===== config.mk =====
export PLATFORM = sky130hd
export DESIGN_NAME = stepper_turntable_command_sequencer_top
export DESIGN_NICKNAME = d
export VERILOG_FILES = /design/src/rtl/core/stcs_pkg.sv /design/src/rtl/core/stcs_fifo.sv /design/src/rtl/core/stcs_front.sv /design/src/rtl/core/stcs_back.sv /design/src/rtl/core/stepper_turntable_command_sequencer_top.sv
export SDC_FILE = /design/constraint.sdc
export NUM_CORES = 1
export LEC_CHECK = 0
export BUFFER_PORTS_ARGS = -buffer_cell sky130_fd_sc_hd__buf_4
export CORE_ASPECT_RATIO = 0.7
export CORE_MARGIN = 3
export CORE_UTILIZATION = 56
export DETAILED_ROUTE_END_ITERATION = 10
export PLACE_DENSITY = 0.78
export SLEW_MARGIN = 20
export SYNTH_ARGS = -nofsm -noshare
export SYNTH_HDL_FRONTEND = slang
export SYNTH_HIERARCHICAL = 1
export SYNTH_SLANG_ARGS = --single-unit

===== constraint.sdc =====
create_clock -name i_clk -period 5.15 [get_ports i_clk]
set_input_delay 1.03 -clock i_clk [delete_from_list [all_inputs] [get_ports i_clk]]
set_output_delay 1.03 -clock i_clk [all_outputs]
set_load 0.005 [all_outputs]

===== src/rtl/core/stcs_pkg.sv =====
package stcs_pkg;

    // Command codes
    localparam logic [1:0] FN_START = 2'd0;
    localparam logic [1:0] FN_STOP  = 2'd1;
    localparam logic [1:0] FN_TICK  = 2'd2;

    // Link status codes
    localparam logic [1:0] ST_WAIT = 2'd0;
    localparam logic [1:0] ST_OK   = 2'd1;
    localparam logic [1:0] ST_FAIL = 2'd2;

    // Job kinds handed from front to back
    localparam logic [2:0] KIND_NONE   = 3'd0;
    localparam logic [2:0] KIND_ENABLE = 3'd1;
    localparam logic [2:0] KIND_STOP   = 3'd2;
    localparam logic [2:0] KIND_SYNC   = 3'd3;
    localparam logic [2:0] KIND_POS    = 3'd4;

    // Register indexes on the config port
    localparam logic [2:0] REG_TIMEOUT  = 3'd0;
    localparam logic [2:0] REG_TRAVEL   = 3'd1;
    localparam logic [2:0] REG_STOPSET  = 3'd2;
    localparam logic [2:0] REG_GAP      = 3'd3;
    localparam logic [2:0] REG_ADDR     = 3'd4;
    localparam logic [2:0] REG_SPEED    = 3'd5;
    localparam logic [2:0] REG_PULSES   = 3'd6;

    // Register reset values
    localparam logic [15:0] RST_TIMEOUT = 16'd2000;
    localparam logic [15:0] RST_TRAVEL  = 16'd840;
    localparam logic [15:0] RST_STOPSET = 16'd2;
    localparam logic [7:0]  RST_GAP     = 8'd2;
    localparam logic [7:0]  RST_ADDR    = 8'd5;
    localparam logic [15:0] RST_SPEED   = 16'd1000;
    localparam logic [31:0] RST_PULSES  = 32'd1280;

    // Frame bytes
    localparam logic [7:0] B_ZERO     = 8'h00;
    localparam logic [7:0] B_ONE      = 8'h01;
    localparam logic [7:0] B_TAIL     = 8'h6b;
    localparam logic [7:0] B_EN_CMD   = 8'hf3;
    localparam logic [7:0] B_EN_SUB   = 8'hab;
    localparam logic [7:0] B_STOP_CMD = 8'hfe;
    localparam logic [7:0] B_STOP_SUB = 8'h98;
    localparam logic [7:0] B_SYNC_CMD = 8'hff;
    localparam logic [7:0] B_SYNC_SUB = 8'h66;
    localparam logic [7:0] B_POS_CMD  = 8'hfd;

    // Queue depths
    localparam int STCS_JOB_DEPTH = 2;
    localparam int STCS_OUT_DEPTH = 2;

    typedef struct packed {
        logic [2:0] kind;
        logic       dir;
        logic [1:0] status;
        logic       busy;
        logic       accepted;
    } t_job;

    typedef struct packed {
        logic [7:0] frame_byte;
        logic       byte_valid;
        logic       last_item;
        logic [1:0] status;
        logic       start_accepted;
        logic       busy_res;
    } t_res;

    // Number of results a job produces
    function automatic logic [3:0] frame_len(input logic [2:0] kind);
        logic [3:0] len;
        case (kind)
            KIND_ENABLE: len = 4'd6;
            KIND_STOP:   len = 4'd5;
            KIND_SYNC:   len = 4'd4;
            KIND_POS:    len = 4'd13;
            default:     len = 4'd1;
        endcase
        return len;
    endfunction

    // Byte at position idx of a frame
    function automatic logic [7:0] frame_byte(
        input logic [2:0]  kind,
        input logic [3:0]  idx,
        input logic [7:0]  addr,
        input logic        dir,
        input logic [15:0] speed,
        input logic [31:0] pulses
    );
        logic [7:0] b;
        b = B_ZERO;
        case (kind)
            KIND_ENABLE: begin
                case (idx)
                    4'd0:    b = addr;
                    4'd1:    b = B_EN_CMD;
                    4'd2:    b = B_EN_SUB;
                    4'd3:    b = B_ONE;
                    4'd4:    b = B_ONE;
                    default: b = B_TAIL;
                endcase
            end
            KIND_STOP: begin
                case (idx)
                    4'd0:    b = addr;
                    4'd1:    b = B_STOP_CMD;
                    4'd2:    b = B_STOP_SUB;
                    4'd3:    b = B_ONE;
                    default: b = B_TAIL;
                endcase
            end
            KIND_SYNC: begin
                case (idx)
                    4'd0:    b = B_ZERO;
                    4'd1:    b = B_SYNC_CMD;
                    4'd2:    b = B_SYNC_SUB;
                    default: b = B_TAIL;
                endcase
            end
            KIND_POS: begin
                case (idx)
                    4'd0:    b = addr;
                    4'd1:    b = B_POS_CMD;
                    4'd2:    b = {7'd0, dir};
                    4'd3:    b = speed[15:8];
                    4'd4:    b = speed[7:0];
                    4'd5:    b = B_ZERO;
                    4'd6:    b = pulses[31:24];
                    4'd7:    b = pulses[23:16];
                    4'd8:    b = pulses[15:8];
                    4'd9:    b = pulses[7:0];
                    4'd10:   b = B_ZERO;
                    4'd11:   b = B_ONE;
                    default: b = B_TAIL;
                endcase
            end
            default: b = B_ZERO;
        endcase
        return b;
    endfunction

endpackage


===== src/rtl/core/stcs_fifo.sv =====
module stcs_fifo #(
    parameter int WIDTH = 8,
    parameter int DEPTH = 2
) (
    input  logic             i_clk,
    input  logic             i_rst_n,
    input  logic             i_push,
    input  logic [WIDTH-1:0] i_data,
    output logic             o_full,
    input  logic             i_pop,
    output logic [WIDTH-1:0] o_data,
    output logic             o_empty
);
    localparam int AW = (DEPTH > 1) ? $clog2(DEPTH) : 1;
    localparam int CW = $clog2(DEPTH + 1);

    logic [WIDTH-1:0] r_mem [DEPTH];
    logic [AW-1:0]    r_wr, r_rd;
    logic [CW-1:0]    r_cnt;
    logic             w_push, w_pop;

    assign o_full  = (r_cnt == CW'(DEPTH));
    assign o_empty = (r_cnt == '0);
    assign w_push  = i_push && !o_full;
    assign w_pop   = i_pop && !o_empty;
    assign o_data  = r_mem[r_rd];

    // storage
    always_ff @(posedge i_clk) begin
        if (w_push) begin
            r_mem[r_wr] <= i_data;
        end
    end

    // pointers and fill count
    always_ff @(posedge i_clk) begin
        if (!i_rst_n) begin
            r_wr  <= '0;
            r_rd  <= '0;
            r_cnt <= '0;
        end else begin
            if (w_push) begin
                r_wr <= (r_wr == AW'(DEPTH - 1)) ? '0 : r_wr + 1'b1;
            end
            if (w_pop) begin
                r_rd <= (r_rd == AW'(DEPTH - 1)) ? '0 : r_rd + 1'b1;
            end
            if (w_push && !w_pop) begin
                r_cnt <= r_cnt + 1'b1;
            end else if (w_pop && !w_push) begin
                r_cnt <= r_cnt - 1'b1;
            end
        end
    end

endmodule


===== src/rtl/core/stcs_front.sv =====
module stcs_front (
    input  logic               i_clk,
    input  logic               i_rst_n,
    input  logic               i_push,
    output logic               o_full,
    input  logic [1:0]         i_func,
    input  logic               i_reverse,
    input  logic [31:0]        i_now_ms,
    input  logic               i_link_idle,
    input  logic               i_tx_accept,
    input  logic [15:0]        i_timeout_ms,
    input  logic [15:0]        i_travel_settle_ms,
    input  logic [15:0]        i_stop_settle_ms,
    input  logic [7:0]         i_frame_gap_ms,
    output stcs_pkg::t_job     o_job,
    output logic               o_job_push,
    input  logic               i_job_full
);
    import stcs_pkg::*;

    logic        r_busy, r_stop_mode, r_await, r_settle, r_rev;
    logic [2:0]  r_fcount;
    logic [31:0] r_start_stamp, r_frame_stamp;
    logic [1:0]  r_status;

    logic        n_busy, n_stop_mode, n_await, n_settle, n_rev;
    logic [2:0]  n_fcount;
    logic [31:0] n_start_stamp, n_frame_stamp;
    logic [1:0]  n_status;

    logic        w_take;
    logic [31:0] w_elapsed, w_since;
    logic [15:0] w_settle_ms;
    logic        w_timed_out, w_gap_ok, w_settle_done, w_last_frame;
    logic [2:0]  w_fcount_inc;
    logic [2:0]  w_kind, w_frame_kind;
    logic        w_accepted;

    assign w_take     = i_push && !i_job_full;
    assign o_full     = i_job_full;
    assign o_job_push = w_take;

    // timer compares, all modulo 2^32
    assign w_elapsed     = i_now_ms - r_start_stamp;
    assign w_since       = i_now_ms - r_frame_stamp;
    assign w_settle_ms   = r_stop_mode ? i_stop_settle_ms : i_travel_settle_ms;
    assign w_timed_out   = (w_elapsed >= {16'd0, i_timeout_ms});
    assign w_gap_ok      = (r_fcount == 3'd0) || (w_since >= {24'd0, i_frame_gap_ms});
    assign w_settle_done = (w_since >= {16'd0, w_settle_ms});
    assign w_fcount_inc  = r_fcount + 3'd1;
    assign w_last_frame  = (w_fcount_inc == (r_stop_mode ? 3'd2 : 3'd4));

    // which frame is next in the sequence
    always_comb begin
        if (r_fcount[0]) begin
            w_frame_kind = KIND_SYNC;
        end else if (r_stop_mode) begin
            w_frame_kind = KIND_STOP;
        end else if (r_fcount == 3'd0) begin
            w_frame_kind = KIND_ENABLE;
        end else begin
            w_frame_kind = KIND_POS;
        end
    end

    // command classification and sequencer next state
    always_comb begin
        n_busy        = r_busy;
        n_stop_mode   = r_stop_mode;
        n_await       = r_await;
        n_settle      = r_settle;
        n_rev         = r_rev;
        n_fcount      = r_fcount;
        n_start_stamp = r_start_stamp;
        n_frame_stamp = r_frame_stamp;
        n_status      = r_status;
        w_kind        = KIND_NONE;
        w_accepted    = 1'b0;
        case (i_func)
            FN_START: begin
                if (!r_busy && r_status != ST_FAIL) begin
                    w_accepted    = 1'b1;
                    n_rev         = i_reverse;
                    n_start_stamp = i_now_ms;
                    n_fcount      = 3'd0;
                    n_busy        = 1'b1;
                    n_stop_mode   = 1'b0;
                    n_await       = 1'b0;
                    n_settle      = 1'b0;
                    n_status      = ST_WAIT;
                end
            end
            FN_STOP: begin
                n_start_stamp = i_now_ms;
                n_fcount      = 3'd0;
                n_busy        = 1'b1;
                n_stop_mode   = 1'b1;
                n_await       = 1'b0;
                n_settle      = 1'b0;
                n_status      = ST_WAIT;
            end
            FN_TICK: begin
                if (r_busy) begin
                    if (w_timed_out) begin
                        n_status = ST_FAIL;
                        n_busy   = 1'b0;
                    end else if (i_link_idle) begin
                        if (r_await) begin
                            n_await       = 1'b0;
                            n_frame_stamp = i_now_ms;
                            n_fcount      = w_fcount_inc;
                            if (w_last_frame) begin
                                n_settle = 1'b1;
                            end
                        end else if (r_settle) begin
                            if (w_settle_done) begin
                                n_busy   = 1'b0;
                                n_status = ST_OK;
                            end
                        end else if (w_gap_ok && i_tx_accept) begin
                            n_await = 1'b1;
                            w_kind  = w_frame_kind;
                        end
                    end
                end
            end
            default: begin
            end
        endcase
    end

    // job for the back end
    always_comb begin
        o_job.kind     = w_kind;
        o_job.dir      = r_rev;
        o_job.status   = n_status;
        o_job.busy     = n_busy;
        o_job.accepted = w_accepted;
    end

    // control state
    always_ff @(posedge i_clk) begin
        if (!i_rst_n) begin
            r_busy        <= 1'b0;
            r_stop_mode   <= 1'b0;
            r_await       <= 1'b0;
            r_settle      <= 1'b0;
            r_rev         <= 1'b0;
            r_fcount      <= 3'd0;
            r_start_stamp <= 32'd0;
            r_frame_stamp <= 32'd0;
            r_status      <= ST_WAIT;
        end else if (w_take) begin
            r_busy        <= n_busy;
            r_stop_mode   <= n_stop_mode;
            r_await       <= n_await;
            r_settle      <= n_settle;
            r_rev         <= n_rev;
            r_fcount      <= n_fcount;
            r_start_stamp <= n_start_stamp;
            r_frame_stamp <= n_frame_stamp;
            r_status      <= n_status;
        end
    end

endmodule


===== src/rtl/core/stcs_back.sv =====
module stcs_back (
    input  logic               i_clk,
    input  logic               i_rst_n,
    input  stcs_pkg::t_job     i_job,
    input  logic               i_job_empty,
    output logic               o_job_pop,
    input  logic [7:0]         i_motor_address,
    input  logic [15:0]        i_move_speed,
    input  logic [31:0]        i_move_pulses,
    output stcs_pkg::t_res     o_res,
    output logic               o_res_push,
    input  logic               i_res_full
);
    import stcs_pkg::*;

    logic [3:0] r_idx;
    logic [3:0] w_len;
    logic       w_last, w_frame;

    assign w_len      = frame_len(i_job.kind);
    assign w_last     = (r_idx == w_len - 4'd1);
    assign w_frame    = (i_job.kind != KIND_NONE);
    assign o_res_push = !i_job_empty && !i_res_full;
    assign o_job_pop  = o_res_push && w_last;

    // one result per cycle from the head job while the result queue has room
    always_comb begin
        o_res.frame_byte     = w_frame ? frame_byte(i_job.kind, r_idx, i_motor_address,
                                                    i_job.dir, i_move_speed, i_move_pulses)
                                       : B_ZERO;
        o_res.byte_valid     = w_frame;
        o_res.last_item      = w_last;
        o_res.status         = i_job.status;
        o_res.start_accepted = i_job.accepted;
        o_res.busy_res       = i_job.busy;
    end

    // byte index within the current frame
    always_ff @(posedge i_clk) begin
        if (!i_rst_n) begin
            r_idx <= 4'd0;
        end else if (o_res_push) begin
            r_idx <= w_last ? 4'd0 : r_idx + 4'd1;
        end
    end

endmodule


===== src/rtl/core/stepper_turntable_command_sequencer_top.sv =====
// Stepper turntable command sequencer. Commands (start, stop, tick) enter
// through a push/full queue port; the front end applies each one to the
// move/stop sequencer and posts a job to a short job queue, and the back
// end turns each job into results: one status result, or one result per
// frame byte (enable 6, stop 5, sync 4, position 13). A command is
// accepted every cycle while the job queue has room. The back end emits
// one result per cycle into an output queue while it has room, and pops
// a job only with its last result, at most 13 per job. No clearing pass
// after reset. Registers are written over the APB port at byte address
// 4*index and read back there.
module stepper_turntable_command_sequencer_top #(
    parameter int JOB_DEPTH = stcs_pkg::STCS_JOB_DEPTH,
    parameter int OUT_DEPTH = stcs_pkg::STCS_OUT_DEPTH
) (
    input  logic        i_clk,
    input  logic        i_rst_n,
    // command queue
    input  logic        push,
    output logic        full,
    input  logic [1:0]  i_func,
    input  logic        i_reverse,
    input  logic [31:0] i_now_ms,
    input  logic        i_link_idle,
    input  logic        i_tx_accept,
    // result queue
    output logic        empty,
    input  logic        pop,
    output logic [7:0]  o_frame_byte,
    output logic        o_byte_valid,
    output logic        o_last_item,
    output logic [1:0]  o_status,
    output logic        o_start_accepted,
    output logic        o_busy_res,
    // config port
    input  logic        psel,
    input  logic        penable,
    input  logic        pwrite,
    input  logic [4:0]  paddr,
    input  logic [31:0] pwdata,
    output logic [31:0] prdata,
    output logic        pready
);
    import stcs_pkg::*;

    logic [15:0] r_timeout_ms, r_travel_settle_ms, r_stop_settle_ms, r_move_speed;
    logic [7:0]  r_frame_gap_ms, r_motor_address;
    logic [31:0] r_move_pulses;
    logic [2:0]  w_reg_idx;
    logic        w_cfg_wr;

    t_job w_job_in, w_job_out;
    t_res w_res_in, w_res_out;
    logic w_job_push, w_job_full, w_job_empty, w_job_pop;
    logic w_res_push, w_res_full;

    // config registers
    assign pready    = 1'b1;
    assign w_reg_idx = paddr[4:2];
    assign w_cfg_wr  = psel && penable && pwrite && pready;

    always_ff @(posedge i_clk) begin
        if (!i_rst_n) begin
            r_timeout_ms       <= RST_TIMEOUT;
            r_travel_settle_ms <= RST_TRAVEL;
            r_stop_settle_ms   <= RST_STOPSET;
            r_frame_gap_ms     <= RST_GAP;
            r_motor_address    <= RST_ADDR;
            r_move_speed       <= RST_SPEED;
            r_move_pulses      <= RST_PULSES;
        end else if (w_cfg_wr) begin
            case (w_reg_idx)
                REG_TIMEOUT: r_timeout_ms       <= pwdata[15:0];
                REG_TRAVEL:  r_travel_settle_ms <= pwdata[15:0];
                REG_STOPSET: r_stop_settle_ms   <= pwdata[15:0];
                REG_GAP:     r_frame_gap_ms     <= pwdata[7:0];
                REG_ADDR:    r_motor_address    <= pwdata[7:0];
                REG_SPEED:   r_move_speed       <= pwdata[15:0];
                REG_PULSES:  r_move_pulses      <= pwdata;
                default: begin
                end
            endcase
        end
    end

    // register readback
    always_comb begin
        case (w_reg_idx)
            REG_TIMEOUT: prdata = {16'd0, r_timeout_ms};
            REG_TRAVEL:  prdata = {16'd0, r_travel_settle_ms};
            REG_STOPSET: prdata = {16'd0, r_stop_settle_ms};
            REG_GAP:     prdata = {24'd0, r_frame_gap_ms};
            REG_ADDR:    prdata = {24'd0, r_motor_address};
            REG_SPEED:   prdata = {16'd0, r_move_speed};
            REG_PULSES:  prdata = r_move_pulses;
            default:     prdata = 32'd0;
        endcase
    end

    // front: accept and classify commands
    stcs_front u_front (
        .i_clk              (i_clk),
        .i_rst_n            (i_rst_n),
        .i_push             (push),
        .o_full             (full),
        .i_func             (i_func),
        .i_reverse          (i_reverse),
        .i_now_ms           (i_now_ms),
        .i_link_idle        (i_link_idle),
        .i_tx_accept        (i_tx_accept),
        .i_timeout_ms       (r_timeout_ms),
        .i_travel_settle_ms (r_travel_settle_ms),
        .i_stop_settle_ms   (r_stop_settle_ms),
        .i_frame_gap_ms     (r_frame_gap_ms),
        .o_job              (w_job_in),
        .o_job_push         (w_job_push),
        .i_job_full         (w_job_full)
    );

    // job queue between front and back
    stcs_fifo #(
        .WIDTH ($bits(t_job)),
        .DEPTH (JOB_DEPTH)
    ) u_job_q (
        .i_clk   (i_clk),
        .i_rst_n (i_rst_n),
        .i_push  (w_job_push),
        .i_data  (w_job_in),
        .o_full  (w_job_full),
        .i_pop   (w_job_pop),
        .o_data  (w_job_out),
        .o_empty (w_job_empty)
    );

    // back: frame serializer
    stcs_back u_back (
        .i_clk           (i_clk),
        .i_rst_n         (i_rst_n),
        .i_job           (w_job_out),
        .i_job_empty     (w_job_empty),
        .o_job_pop       (w_job_pop),
        .i_motor_address (r_motor_address),
        .i_move_speed    (r_move_speed),
        .i_move_pulses   (r_move_pulses),
        .o_res           (w_res_in),
        .o_res_push      (w_res_push),
        .i_res_full      (w_res_full)
    );

    // result queue
    stcs_fifo #(
        .WIDTH ($bits(t_res)),
        .DEPTH (OUT_DEPTH)
    ) u_res_q (
        .i_clk   (i_clk),
        .i_rst_n (i_rst_n),
        .i_push  (w_res_push),
        .i_data  (w_res_in),
        .o_full  (w_res_full),
        .i_pop   (pop),
        .o_data  (w_res_out),
        .o_empty (empty)
    );

    assign o_frame_byte     = w_res_out.frame_byte;
    assign o_byte_valid     = w_res_out.byte_valid;
    assign o_last_item      = w_res_out.last_item;
    assign o_status         = w_res_out.status;
    assign o_start_accepted = w_res_out.start_accepted;
    assign o_busy_res       = w_res_out.busy_res;

endmodule


==> impl_metrics.toml <==
[status]
status = "finished with violations"
violations = "setup timing"

[logic_synthesis]
synthXorXnorAreaFrac_pct = 2.91
synth_most_common_cell = "nand2_1"
synthesis.nets = 2262
synthMuxAreaShare_pct = 11.4
postSynthCellCount = 2068
synth_top_area_share_pct = 23.1
yosys_warnings = 6
syn_area_per_cell_um2 = 8.37
ys_ff_latch = 244
synth_top_family_by_area = "compound AO/OA/AOI/OAI gates"
ys_types = 107
yosys.area.top_type = "dfxtp_1"
synthesis.area_um2 = 17300
ys_seq_area_share_pct = 30.8
ys_async_sr_fraction_pct = 0
synthTopCellsByCount = "nand2_1, dfxtp_1, mux2i_1"
synthFlopType = "dfxtp_1"
synth_fa_ha_area_share_pct = 8.26
synth_simple_gate_area_share_pct = 18.2
synth-edff-count = 44
synth_area_leaders = "dfxtp_1, mux2i_1, ha_1"
synth_compound_area_share_pct = 21.5

[pwr]
switching_power_w = 0.00219
switching_share_pct = 34.1
vdd_drop_max_v = 0.000299
p_per_area_nw_per_um2 = 314
total_power_w = 0.00641
comb_power_share_pct = 33.8
p_int_w = 0.00422
p_leak_nw = 7.91
seq_power_share_pct = 35.1
clkPwrFrac_pct = 31.1

[place]
dpl_cell_area_um2 = 19000
io_buffers = 126
dpl.hpwl_um = 38700
globalplace.congestion = 0.953

[floorplan]
die_w_um = 216
initial_core_util_pct = 57.2
rows = 53
core_area_um2 = 30200
die-height_um = 153
die_area_um2 = 33100
ios = 130

[grt]
grt_pass1_wl_um = 82000
grt_max_degree = 164
met2_usage_pct = 44.7
use_met3_pct = 6.88
grt_usage_pct = 30.1
antenna_found_initial = 0
gr-total-overflow = 0
first_global_vias = 15080
busiest_layer = "met1"
grt.met1_usage_pct = 45.3

[setup_path]
critPathRequiredTime_ns = 5.54
startpoint_type = "primary input"
end_kind = "flip-flop"
arrival_ns = 5.59
path_max_fanout = 8
critPathKind = "primary input to flip-flop"

[final_layout]
syn_to_final_growth_pct = 17.7
antenna_cells = 0
fin_area_um2 = 20400
drive_above_1_share_pct = 18.5
multi_input_area_um2 = 11000
nets = 2421
fillers = 2494
seq_area_um2 = 5330
layout.core_utilization_pct = 67.4

[sta]
finalSetupViolations = 13
final.period_utilization_pct = 101
fin_ws_ns = -0.0523
fmax_ghz = 0.192
holdWs_ns = 0.456
tightestPinTransition_ns = 0.944
grt_setup_unrepaired = "yes"
slew_viol_final = 0
fin_worst_skew_ns = 0.0271
hold_viol = 0
layout_min_cycle_time_ns = 5.20
slew_headroom_pct = 36.6

[route]
drc_errors = 0
finalWirelength_um = 53300
drtIter0Drc = 2045
first_pass_iters = 6
drtAntennaViolNets = 0
vias = 16623
wire_per_inst_um = 20.1
avgViaCountPerCell = 6.25

[clock_network]
ctsHtreeMaxLevel = 1
path_clk_slew_ns = 0.06
cts_buffers = 26
clk_latency_ns = 0.56
tritoncts = "done"
clk_path_buf_depth = 3
clock_sinks = 244
cts_root_buf = "clkbuf_16"
cts-hold-fix-buffers = 0

[min_path]
hp-class = "flip-flop to flip-flop"

[run]
drv_cap = 0
-- flip-flops by register name, summed over array words and instances, names as in the netlist, 4 cells and up, named ones only --
name / cells
u_front/r_start_stamp: 32
u_res_q/r_mem: 28
u_back/r_idx: 4
r_timeout_ms: 16
r_move_speed: 16
r_travel_settle_ms: 16
r_frame_gap_ms: 8
r_move_pulses: 32
u_job_q/r_mem: 16
r_motor_address: 8
r_stop_settle_ms: 16
u_front/r_frame_stamp: 32
-- area by class of cell --
cell class              instances  area share, %
repair buffers                262           10.2
clock buffers                  33           3.62
well taps                     412           2.53
multi-input cells            1554           54.1
inverters                     139           2.59
flip-flops and latches        244           26.1
clock inverters                14          0.780
-- power groups by stage --
stage / registers (W) / clock network, W / logic, W
finish: 0.00225 / 0.00200 / 0.00217
floorplan: 0.00225 / 0 / 0.00141
detailed placement: 0.00229 / 0 / 0.00204
global route: 0.00226 / 0.00209 / 0.00234
CTS: 0.00225 / 0.00202 / 0.00206
global placement: 0.00228 / 0 / 0.00197
-- layer usage --
| metal | up-vias | share of wire, % | wire [um] |
|---|---|---|---|
| li1 | 7767 | - | - |
| met1 | 7979 | 46 | 24400 |
| met2 | 801 | 43 | 22700 |
| met3 | 76 | 9.8 | 5200 |
| met4 | 0 | 1.8 | 981 |
| met5 | - | 0 | 0 |
-- repair_timing --
| item | 4_1_cts | 5_1_grt |
|---|---|---|
| gates resized for setup | 6 | 46 |
| pin swaps | 2 | 36 |
| endpoints found under the setup margin | 35 | 52 |
| cloned | 1 | 2 |
| setup buffers | 2 | 9 |
-- critical path, cell delays in order --
cell and delay, ns:
buf_4 0.13, ha_1 0.31, and4_1 0.24, nand3_1 0.13, a211o_1 0.35, and2_4 0.19
o21ai_1 0.15, xor2_1 0.19, ha_1 0.30, a21oi_1 0.18, nand2_1 0.11, a2111oi_4 0.41
o2111ai_2 0.23, a2111oi_4 0.40, nand4bb_1 0.22, nor4_4 0.30, buf_6 0.15, buf_6 0.13
clkbuf_16 0.19, mux2i_1 0.19, nor2_1 0.06
-- stage by stage --
| stage | worst slack [ns] | TNS, ns | std cells |
|---|---|---|---|
| floorplan | 0.0420 | 0 | 2068 |
| global placement | -0.515 | -21.95 | 2596 |
| detailed placement | -0.800 | -30.92 | 2596 |
| CTS | 0.00600 | 0 | 2646 |
| global route | -0.194 | -4.50 | 2658 |
| finish | -0.0523 | -0.289 | 2658 |
-- worst paths after layout --
kind | startpoint | end | slack (ns) | cells after the start
worst min register to register | u_front/r_start_stamp[16] | u_front/r_start_stamp[16] | 0.46 | 2
worst min-delay path | u_front/r_start_stamp[16] | u_front/r_start_stamp[16] | 0.46 | 2
worst max-delay path | i_now_ms[7] | u_front/r_frame_stamp[7] | -0.05 | 21
worst max register to register | u_front/r_start_stamp[7] | u_front/r_frame_stamp[7] | 0.19 | 21
-- cells in the final DEF (no fill, tap or decap), types with 44 or more instances in the layout --
master | Yosys | layout
a21oi_1 | 141 | 137
buf_4 | 16 | 252
dfxtp_1 | 200 | 200
edfxtp_1 | 44 | 44
ha_1 | 111 | 108
inv_1 | 134 | 132
mux2i_1 | 158 | 157
nand2_1 | 299 | 299
nor2_1 | 124 | 121
o21ai_0 | 84 | 79
-- kinds of logic after synthesis --
group,count (synthesis)
xor gates and xnor gates,56
adders and majority gates,113
DFF,244
and+or+nand+nor,659
buffers and inverters,270
muxes,192
other,1
AOI/OAI and AO/OA,533
Note: power is estimated with default switching activity, not from simulation.
